$ cat src/hdl/gp2joy_pkg.sv
`default_nettype none

package gp2joy_pkg;

  // Register map, indexed by paddr[3:2].
  localparam logic [1:0] REG_DEADZONE = 2'd0;
  localparam logic [1:0] REG_PRESS_TIME = 2'd1;
  localparam logic [1:0] REG_PERIOD = 2'd2;

  localparam logic [8:0] DEADZONE_RST = 9'd50;
  localparam logic [9:0] PRESS_TIME_RST = 10'd30;
  localparam logic [15:0] PERIOD_RST = 16'd200;

  localparam logic FUNC_REPORT = 1'b0;
  localparam logic FUNC_TICK = 1'b1;

  typedef enum logic [1:0] {
    PH_IDLE    = 2'd0,
    PH_PRESS   = 2'd1,
    PH_RELEASE = 2'd2,
    PH_SLEEP   = 2'd3
  } phase_e;

  typedef struct packed {
    logic fire;
    logic right;
    logic left;
    logic down;
    logic up;
  } lines_t;

  typedef struct packed {
    lines_t      held;
    logic        en;
    phase_e      phase;
    logic [15:0] cnt;
    logic        wake;
  } port_state_t;

  localparam port_state_t ST_RESET = '{
    held:  '0,
    en:    1'b0,
    phase: PH_IDLE,
    cnt:   16'd0,
    wake:  1'b1
  };

  typedef struct packed {
    logic [8:0]  deadzone;
    logic [9:0]  press_time;
    logic [15:0] period;
  } cfg_t;

  typedef struct packed {
    logic              func;
    logic              port;
    logic              pad_up;
    logic              pad_down;
    logic              pad_left;
    logic              pad_right;
    logic              button_a;
    logic              button_b;
    logic              button_x;
    logic              button_y;
    logic signed [9:0] stick_x;
    logic signed [9:0] stick_y;
  } item_t;

  typedef struct packed {
    logic joy_up;
    logic joy_down;
    logic joy_left;
    logic joy_right;
    logic joy_fire;
    logic autofire_on;
  } res_t;

endpackage

`default_nettype wire

$ cat src/hdl/gp2joy_cfg.sv
`default_nettype none

module gp2joy_cfg (
  input  logic              clk_i,
  input  logic              rst_ni,
  input  logic              psel,
  input  logic              penable,
  input  logic              pwrite,
  input  logic [3:0]        paddr,
  input  logic [31:0]       pwdata,
  output logic [31:0]       prdata,
  output logic              pready,
  output gp2joy_pkg::cfg_t  cfg_o
);
  import gp2joy_pkg::*;

  logic [8:0]  deadzone_q;
  logic [9:0]  press_time_q;
  logic [15:0] period_q;
  logic        wr;

  assign pready = 1'b1;
  assign wr = psel && penable && pwrite;

  always_ff @(posedge clk_i or negedge rst_ni) begin
    if (!rst_ni) begin
      deadzone_q   <= DEADZONE_RST;
      press_time_q <= PRESS_TIME_RST;
      period_q     <= PERIOD_RST;
    end else if (wr) begin
      unique case (paddr[3:2])
        REG_DEADZONE:   deadzone_q <= pwdata[8:0];
        REG_PRESS_TIME: press_time_q <= pwdata[9:0];
        REG_PERIOD:     period_q <= pwdata[15:0];
        default: ;
      endcase
    end
  end

  always_comb begin
    unique case (paddr[3:2])
      REG_DEADZONE:   prdata = {23'd0, deadzone_q};
      REG_PRESS_TIME: prdata = {22'd0, press_time_q};
      REG_PERIOD:     prdata = {16'd0, period_q};
      default:        prdata = 32'd0;
    endcase
  end

  assign cfg_o = '{deadzone: deadzone_q, press_time: press_time_q, period: period_q};

endmodule

`default_nettype wire

$ cat src/hdl/gp2joy_engine.sv
`default_nettype none

module gp2joy_engine #(
  parameter int PORTS = 2
) (
  input  logic               clk_i,
  input  logic               rst_ni,
  input  logic               upd_i,
  input  gp2joy_pkg::item_t  item_i,
  input  gp2joy_pkg::cfg_t   cfg_i,
  output gp2joy_pkg::res_t   res_o
);
  import gp2joy_pkg::*;

  port_state_t      st_q [PORTS];
  port_state_t      cur;
  port_state_t      nxt;
  logic [PORTS-1:0] sel;
  logic             hit;
  logic [9:0]       plen;
  logic signed [17:0] slen;
  logic [9:0]       ax;
  logic [9:0]       ay;
  logic             stick_on;
  lines_t           lines;

  // Start of an autofire cycle: press again if still enabled, else go idle.
  function automatic port_state_t cycle_top(port_state_t s, logic [9:0] pl);
    port_state_t r;
    r = s;
    if (s.en) begin
      r.phase = PH_PRESS;
      r.cnt   = {6'd0, pl};
    end else begin
      r.phase = PH_IDLE;
      r.cnt   = 16'd0;
    end
    return r;
  endfunction

  always_comb begin
    sel = '0;
    cur = ST_RESET;
    for (int i = 0; i < PORTS; i++) begin
      sel[i] = ({31'd0, item_i.port} == 32'(i));
      if (sel[i]) begin
        cur = st_q[i];
      end
    end
    hit = |sel;
  end

  // Stick decode: an axis's direction is taken when the other axis is less than twice it.
  always_comb begin
    ax = item_i.stick_x[9] ? (~item_i.stick_x + 10'd1) : item_i.stick_x;
    ay = item_i.stick_y[9] ? (~item_i.stick_y + 10'd1) : item_i.stick_y;
    stick_on = (ax > {1'b0, cfg_i.deadzone}) || (ay > {1'b0, cfg_i.deadzone});
    lines.up    = item_i.pad_up || item_i.button_b;
    lines.down  = item_i.pad_down || item_i.button_x;
    lines.left  = item_i.pad_left;
    lines.right = item_i.pad_right;
    lines.fire  = item_i.button_a;
    if (stick_on) begin
      if ({1'b0, ay} < {ax, 1'b0}) begin
        if (item_i.stick_x[9]) lines.left = 1'b1;
        else lines.right = 1'b1;
      end
      if ({1'b0, ax} < {ay, 1'b0}) begin
        if (item_i.stick_y[9]) lines.up = 1'b1;
        else lines.down = 1'b1;
      end
    end
  end

  always_comb begin
    plen = (cfg_i.press_time == 10'd0) ? 10'd1 : cfg_i.press_time;
    slen = $signed({2'b00, cfg_i.period}) - $signed({7'd0, plen, 1'b0});
    nxt = cur;
    if (item_i.func == FUNC_TICK) begin
      unique case (cur.phase)
        PH_IDLE: begin
          nxt = cycle_top(cur, plen);
        end
        PH_PRESS: begin
          if (cur.cnt <= 16'd1) begin
            nxt.phase = PH_RELEASE;
            nxt.cnt   = {6'd0, plen};
          end else begin
            nxt.cnt = cur.cnt - 16'd1;
          end
        end
        PH_RELEASE: begin
          if (cur.cnt <= 16'd1) begin
            if (cur.wake) begin
              nxt.wake = 1'b0;
              nxt = cycle_top(nxt, plen);
            end else if (slen <= 18'sd0) begin
              nxt = cycle_top(cur, plen);
            end else begin
              nxt.phase = PH_SLEEP;
              nxt.cnt   = slen[15:0];
            end
          end else begin
            nxt.cnt = cur.cnt - 16'd1;
          end
        end
        PH_SLEEP: begin
          if (cur.wake) begin
            nxt.wake = 1'b0;
            nxt = cycle_top(nxt, plen);
          end else if (cur.cnt <= 16'd1) begin
            nxt = cycle_top(cur, plen);
          end else begin
            nxt.cnt = cur.cnt - 16'd1;
          end
        end
        default: ;
      endcase
    end else begin
      nxt.held = lines;
      if (item_i.button_y) begin
        if (!cur.en) begin
          nxt.en   = 1'b1;
          nxt.wake = 1'b1;
        end
      end else begin
        nxt.en = 1'b0;
      end
    end
  end

  always_comb begin
    res_o = '0;
    if (hit) begin
      res_o.joy_up      = nxt.held.up;
      res_o.joy_down    = nxt.held.down;
      res_o.joy_left    = nxt.held.left;
      res_o.joy_right   = nxt.held.right;
      res_o.joy_fire    = nxt.held.fire || (nxt.phase == PH_PRESS);
      res_o.autofire_on = nxt.en;
    end
  end

  for (genvar g = 0; g < PORTS; g++) begin : g_port
    always_ff @(posedge clk_i or negedge rst_ni) begin
      if (!rst_ni) begin
        st_q[g] <= ST_RESET;
      end else if (upd_i && sel[g]) begin
        st_q[g] <= nxt;
      end
    end
  end

`ifndef SYNTH
  for (genvar g = 0; g < PORTS; g++) begin : g_chk
    // An idle port has no countdown running; any other phase has one.
    a_idle_cnt: assert property (@(posedge clk_i) disable iff (!rst_ni)
      (st_q[g].phase == PH_IDLE) == (st_q[g].cnt == 16'd0))
      else $error("countdown does not match the autofire phase");
    a_stop: assert property (@(posedge clk_i) disable iff (!rst_ni)
      (upd_i && sel[g] && item_i.func == FUNC_REPORT && !item_i.button_y)
      |=> !st_q[g].en)
      else $error("report without Y left autofire enabled");
    a_start: assert property (@(posedge clk_i) disable iff (!rst_ni)
      (upd_i && sel[g] && item_i.func == FUNC_REPORT && item_i.button_y && !st_q[g].en)
      |=> (st_q[g].en && st_q[g].wake))
      else $error("autofire start did not arm the wake");
  end
`endif

endmodule

`default_nettype wire

$ cat src/hdl/gamepad_to_joystick_autofire_top.sv
`default_nettype none

// Gamepad to joystick adapter with autofire for up to PORTS joystick ports.
// Each input word is either a gamepad report, which sets the port's direction
// and fire lines from dpad, buttons and stick, or a timer tick, which advances
// that port's autofire sequence. Every word yields one result word with the
// port's lines after the update. A word is held in an input register, then
// passes through the decode and timer logic into the output register, so the
// block takes one word per clock while the output is not stalled; the output
// register lets the next word enter while a result is still waiting. Registers
// must be written over the APB port only while no word is in flight; the block
// itself does not enforce this.
module gamepad_to_joystick_autofire_top #(
  parameter int PORTS = 2
) (
  input  logic              clk_i,
  input  logic              rst_ni,
  input  logic              psel,
  input  logic              penable,
  input  logic              pwrite,
  input  logic [3:0]        paddr,
  input  logic [31:0]       pwdata,
  output logic [31:0]       prdata,
  output logic              pready,
  input  logic              in_valid_i,
  output logic              in_ready_o,
  input  logic              func_i,
  input  logic              port_i,
  input  logic              pad_up_i,
  input  logic              pad_down_i,
  input  logic              pad_left_i,
  input  logic              pad_right_i,
  input  logic              button_a_i,
  input  logic              button_b_i,
  input  logic              button_x_i,
  input  logic              button_y_i,
  input  logic signed [9:0] stick_x_i,
  input  logic signed [9:0] stick_y_i,
  output logic              out_valid_o,
  input  logic              out_ready_i,
  output logic              joy_up_o,
  output logic              joy_down_o,
  output logic              joy_left_o,
  output logic              joy_right_o,
  output logic              joy_fire_o,
  output logic              autofire_on_o
);
  import gp2joy_pkg::*;

  cfg_t  cfg;
  item_t in_item;
  item_t s1_q;
  logic  s1_valid_q;
  logic  s1_valid_d;
  logic  out_valid_q;
  logic  out_valid_d;
  res_t  res;
  res_t  res_q;
  logic  in_acc;
  logic  adv;

  gp2joy_cfg u_cfg (
    .clk_i   (clk_i),
    .rst_ni  (rst_ni),
    .psel    (psel),
    .penable (penable),
    .pwrite  (pwrite),
    .paddr   (paddr),
    .pwdata  (pwdata),
    .prdata  (prdata),
    .pready  (pready),
    .cfg_o   (cfg)
  );

  assign in_item = '{
    func:      func_i,
    port:      port_i,
    pad_up:    pad_up_i,
    pad_down:  pad_down_i,
    pad_left:  pad_left_i,
    pad_right: pad_right_i,
    button_a:  button_a_i,
    button_b:  button_b_i,
    button_x:  button_x_i,
    button_y:  button_y_i,
    stick_x:   stick_x_i,
    stick_y:   stick_y_i
  };

  // The held word moves on whenever the output register is free or drains.
  assign adv        = s1_valid_q && (!out_valid_q || out_ready_i);
  assign in_ready_o = !s1_valid_q || adv;
  assign in_acc     = in_valid_i && in_ready_o;

  always_comb begin
    s1_valid_d = s1_valid_q;
    if (in_acc) begin
      s1_valid_d = 1'b1;
    end else if (adv) begin
      s1_valid_d = 1'b0;
    end
    out_valid_d = out_valid_q;
    if (adv) begin
      out_valid_d = 1'b1;
    end else if (out_ready_i) begin
      out_valid_d = 1'b0;
    end
  end

  always_ff @(posedge clk_i or negedge rst_ni) begin
    if (!rst_ni) begin
      s1_valid_q  <= 1'b0;
      out_valid_q <= 1'b0;
    end else begin
      s1_valid_q  <= s1_valid_d;
      out_valid_q <= out_valid_d;
    end
  end

  always_ff @(posedge clk_i) begin
    if (in_acc) begin
      s1_q <= in_item;
    end
    if (adv) begin
      res_q <= res;
    end
  end

  gp2joy_engine #(
    .PORTS (PORTS)
  ) u_engine (
    .clk_i  (clk_i),
    .rst_ni (rst_ni),
    .upd_i  (adv),
    .item_i (s1_q),
    .cfg_i  (cfg),
    .res_o  (res)
  );

  assign out_valid_o   = out_valid_q;
  assign joy_up_o      = res_q.joy_up;
  assign joy_down_o    = res_q.joy_down;
  assign joy_left_o    = res_q.joy_left;
  assign joy_right_o   = res_q.joy_right;
  assign joy_fire_o    = res_q.joy_fire;
  assign autofire_on_o = res_q.autofire_on;

`ifndef SYNTH
  a_in_held: assert property (@(posedge clk_i) disable iff (!rst_ni)
    in_acc |=> s1_valid_q)
    else $error("accepted word was not held in the input register");
  a_adv_out: assert property (@(posedge clk_i) disable iff (!rst_ni)
    adv |=> out_valid_q)
    else $error("processed word did not reach the output register");
  a_stall: assert property (@(posedge clk_i) disable iff (!rst_ni)
    (s1_valid_q && out_valid_q && !out_ready_i) |=> (s1_valid_q && $stable(s1_q)))
    else $error("input register changed while the output was stalled");
`endif

endmodule

`default_nettype wire
$ cat config.mk
export PLATFORM = sky130hd
export DESIGN_NAME = gamepad_to_joystick_autofire_top
export DESIGN_NICKNAME = d
export VERILOG_FILES = /design/src/hdl/gp2joy_pkg.sv /design/src/hdl/gp2joy_cfg.sv /design/src/hdl/gp2joy_engine.sv /design/src/hdl/gamepad_to_joystick_autofire_top.sv
export SDC_FILE = /design/constraint.sdc
export NUM_CORES = 1
export LEC_CHECK = 0
export ABC_AREA = 1
export BUFFER_PORTS_ARGS = -buffer_cell sky130_fd_sc_hd__buf_2
export CORE_ASPECT_RATIO = 0.7
export CORE_UTILIZATION = 54
export DETAILED_ROUTE_END_ITERATION = 12
export PLACE_DENSITY = 0.87
export SETUP_SLACK_MARGIN = 0.1
export SYNTH_ARGS = -nofsm -noshare
export SYNTH_HDL_FRONTEND = slang
export SYNTH_SLANG_ARGS = --single-unit
export TNS_END_PERCENT = 5
$ cat constraint.sdc
create_clock -name clk_i -period 3.1 [get_ports clk_i]
set_input_delay 0.62 -clock clk_i [delete_from_list [all_inputs] [get_ports clk_i]]
set_output_delay 0.62 -clock clk_i [all_outputs]
set_load 0.005 [all_outputs]
# Word level (Yosys, flattened, before mapping)
# Cells that the tools add are included.
# totals
register_bits	123
wordCells	117
output_inout_bits	41
# op_classes
n_lt_le_gt_ge	6
addsub	4
bitwise	3
muxes	35
n_reduce_logical	22
n_eq_ne	6
# op_table
cell	n
$pmux 18 s4	1
$mux 16	3
$pmux 16 s3	1
$mux 19	2
$mux 18	2
$mux 10	3
$mux 25	1
$lt 10x11->1	2
$add 10x1->10 const B	2
$gt 10x9->1	2
$not 10->10	2
$le 18x1->1 const B	1
$mux 17	1
$sub 16x11->17	1
$le 16x1->1 const B	1
$sub 16x1->16 const B	1
$mux 1	13
$logic_not 10->1	1
$mux 2	5
$eq 2x1->1 const B	3
$eq 2x2->1 const B	3
$logic_and 1x1->1	6
$logic_or 1x1->1	6
$mux 6	1
7 further kinds	12

# Depth between registers and ports, before layout
# depth
word_depth	11
depth_mapped	27

# Modules after synthesis
# A second synthesis with hierarchy kept.
# unflattened
hier_cells	1317
area_unflattened_um2	9051.2
# by_module_without_submodules
module	area_per_inst_um2	seq_area_each_um2	instances	cells_per_inst
gp2joy_engine	6103.4	1253.7	1	1037
gp2joy_cfg	1771.7	888.4	1	232
gamepad_to_joystick_autofire_top	1176.1	1131.1	1	48

# Least setup slack after synthesis
# OpenSTA, ideal clock, no wires.
# synth_timing
kind	reg2reg
start	reg u_cfg.press_time_q[5]
end	reg res_q (netlist bit joy_fire_o), data pin
slack_ns	-0.104
n_path_buf	0
path_stages_with_launch	25
setup_time_ns	0.261
arrival_ns	2.943
required_ns	2.839
path_cell_list	dfrtp_1 > nor4_1 > nand3_1 > o21ai_0 > ha_1 > inv_1 > fa_1 > nand2_1 > nand2_1 > nand3_1 > nand2_1 > nand2_1 > nand3_1 > nand2_1 > nand2_1 > nor2_1 > nand3_1 > nand2_2 > nand2_1 > nand3_1 > nand2_1 > nand2_1 > o21ai_1 > nand3_1 > nand2_1
# synth_lines
element	line	text
start, declared	gp2joy_cfg.sv:18	logic [9:0] press_time_q;
start signal, assigned	gp2joy_cfg.sv:33	REG_PRESS_TIME: press_time_q <= pwdata[9:0];
end signal, assigned	gamepad_to_joystick_autofire_top.sv:125	res_q <= res;
end, declared	gamepad_to_joystick_autofire_top.sv:58	res_t res_q;

==> impl_metrics.yaml <==
pwr:
  p_leak_nw: 5.51
  power_density_nw_per_um2: 770
  max-vdd-ir-drop_v: 0.000408
critical_path:
  crit_path_end_kind: "flop"
  worstPathRequired_ps: 3260
  max_stage_delay_ps: 390
  startpoint_type: "flop"
  path_common_cell: "nand3_1"
  cpMaxStageDelayCell: "fa_2"
  cp_cell_sequence: "nor4_4, nand3_1, o21ai_2, ha_2, inv_2, fa_2, nand2_2, buf_4, inv_1, nor2_2, nor3_2, nand3_1, nor2_1, nand2_1, nor2_1, nand3_1, nand2_2, buf_4, a21oi_1, o21ai_1, nand3_1, nand2_1"
  critPathArrivalTime_ps: 3520
  path_class: "reg -> reg"
  path_max_fanout: 4
yosys:
  synth_mux_area_frac: 0
  synth-compound-area-share: 0.106
  syn_avg_cell_area_um2: 6.97
  synth_warnings: 0
  ys_seq_area_frac: 0.370
  yosys.area_share.simple: 0.330
  netlist_area_um2: 8840
  yosys.area_share.xor_xnor: 0.0228
  synth_edf_count: 36
  netlist_instances: 1268
  synth_top_family_by_area: "simple AND/OR/NAND/NOR gates"
  ys.flop_type: "dfrtp_1"
  async_reset_ff_frac: 0.707
  synthAdderAreaFrac: 0.0702
  synth_cell_types: 45
  synth_seq_cells: 123
floorplanning:
  coreArea_um2: 15700
  rows: 38
  die_height_um: 109
  die-area_um2: 16900
  die_x_um: 155
  start_util: 0.562
  io_pins: 114
cts:
  clock_latency_ps: 420
  cts_tree: "yes"
  cts_buffers: 17
  cts_hold_buf: 0
  htreeDepth: 4
  cts_buffer_depth: 2
  clock-sinks: 123
  root_buffer: "clkbuf_16"
  clkTransAtPathRegs_ps: 60
grt:
  grtUsageTotal: 0.292
  grt_pass1_vias: 8419
  antenna_found_initial: 0
  overflow: 0
  grt_pass1_wl_um: 39200
  grt_max_degree: 88
sta:
  slew_headroom: 0.258
  final_max_slew_viol_count: 0
  hold_ws_ps: 371
  tightest_slew_ps: 1110
  finalWorstSetupSlack_ps: -257
  fmax_ghz: 0.298
  hold_violations: 0
  setup_violations: 37
  post-route-min-period_ps: 3360
  fin_crit_sh: 1.08
  rsz0062_at_grt: "yes"
  clock-skew-final_ps: 8.33
placed_design:
  place_ws_ps: -245
  port_buffers: 78
  place_congestion: 0.945
  hpwlAfterDp_um: 16800
finish:
  fin_nets: 1514
  final_cell_mix: "nand2_1 (460), inv_1 (139), nor2_1 (103)"
  drive_gt1_frac: 0.189
  num-fill-cells: 1254
  regArea_um2: 3270
  n_antenna_cell: 0
  multiInputGateArea_um2: 4960
  syn2layout_area_growth_pct: 19.4
  mostFrequentLayoutCell: "nand2_1"
detailed_routing:
  ant_nets: 0
  wl_per_cell_um: 14.5
  wl_met3_um: 2210
  wl_met1_um: 10200
  vias: 8828
  totalWireLength_um: 23600
  drt-initial-drc-count: 805
  drc: 0
  first_pass_iters: 5
  top_layer_used: "met4"
  dr_wl_met2_um: 10700
  viasPerCell: 5.43
job:
  maxCapViolations: 0
outcome:
  outcome: "finished, violations left"
  violations: "negative setup slack"
min_path:
  min_path_type: "in -> reg"
[routing by layer]
layer / vias to the layer above / GRT usage
met3: 54 / 0.0588
met4: 0 / 0.0891
met2: 479 / 0.496
li1: 4268 / -
met5: - / 0
met1: 4027 / 0.377
[area by class of cell]
| type | count | area share |
|---|---|---|
| Clock buffer | 20 | 0.0453 |
| Clock inverter | 12 | 0.0116 |
| Inverter | 151 | 0.0537 |
| Multi-Input combinational cell | 957 | 0.470 |
| Sequential cell | 123 | 0.310 |
| Tap cell | 220 | 0.0261 |
| Timing Repair Buffer | 142 | 0.0835 |
[Yosys cell counts, drive strengths merged, types with 16 or more instances]
master,number,area share
inv,150,0.064
ha,48,0.068
nand2,485,0.21
nand3,60,0.034
dfrtp,75,0.21
edfxtp,36,0.12
a21oi,48,0.027
o21ai,81,0.047
clkbuf,16,0.0068
buf,36,0.029
nor2,107,0.046
nand4,20,0.015
xor2,20,0.020
[kinds of logic after synthesis]
group                    after synthesis
AO/OA/AOI/OAI                        165
buffers and inverters                203
adder cells (fa/ha/maj)               49
flip-flops                           123
XOR/XNOR                              23
other                                  2
AND/OR/NAND/NOR                      703
[worst paths after layout]
| path | start | endpoint | slack [ps] | cells after the start |
|---|---|---|---|---|
| max | u_cfg.press_time_q[2]$_DFFE_PN1P_ | joy_fire_o$_DFFE_PP_ | -260 | 22 |
| min reg2reg | u_engine.st_q[2]$_DFFE_PN0P_ | u_engine.st_q[2]$_DFFE_PN0P_ | 470 | 2 |
| min | stick_x_i[2] | s1_q[12]$_DFFE_PP_ | 370 | 1 |
| max reg2reg | u_cfg.press_time_q[2]$_DFFE_PN1P_ | joy_fire_o$_DFFE_PP_ | -260 | 22 |
| min in group asynchronous | rst_ni | u_cfg.period_q[10]$_DFFE_PN0P_ | 410 | 1 |
| max in group asynchronous | rst_ni | u_engine.st_q[26]$_DFFE_PN0P_ | 1960 | 1 |
[through the flow]
step                      total power, mW  setup TNS [ps]  std cells  instance area (µm²)  utilization
after floorplan                      4.80               0       1283                 8900            -
after global routing                 8.70          -18370       1625                10600        0.671
after global placement               5.67           -4620       1583                 9660        0.614
after CTS                            7.96           -5170       1624                10400        0.662
after detailed placement             5.80           -7260       1583                 9660        0.614
final                                8.13           -7420       1625                10600        0.671
[repair_timing]
action / CTS / global route
gates cloned: 0 / 0
setup buffers: 9 / 1
pin swaps: 22 / 29
resized for setup: 22 / 33
setup endpoints to repair: 49 / 49
[flip-flops by register name (all words and copies together) (netlist names)]
name / flops
out_valid_o: 1
u_cfg.press_time_q: 10
joy_fire_o: 1
u_cfg.deadzone_q: 9
u_engine.st_q: 50
joy_left_o: 1
u_cfg.period_q: 16
autofire_on_o: 1
s1_q: 30
joy_down_o: 1
joy_right_o: 1
joy_up_o: 1
s1_valid_q: 1
[power breakdown]
group          total (mW)  internal (mW)  switching, mW
Clock                2.02           1.21          0.804
Sequential           2.40           2.13          0.268
Combinational        3.71           1.41           2.30
Total                8.13           4.76           3.37
[worst max-delay path, delay by kind of cell (launching register included)]
kind                     cells  cell delay (ps)
AO/OA/AOI/OAI                3              400
adder cells (fa/ha/maj)      2              580
buffers and inverters        4              350
flip-flops                   1              380
AND/OR/NAND/NOR             13             1390
Power figures use the tool's default switching activity.
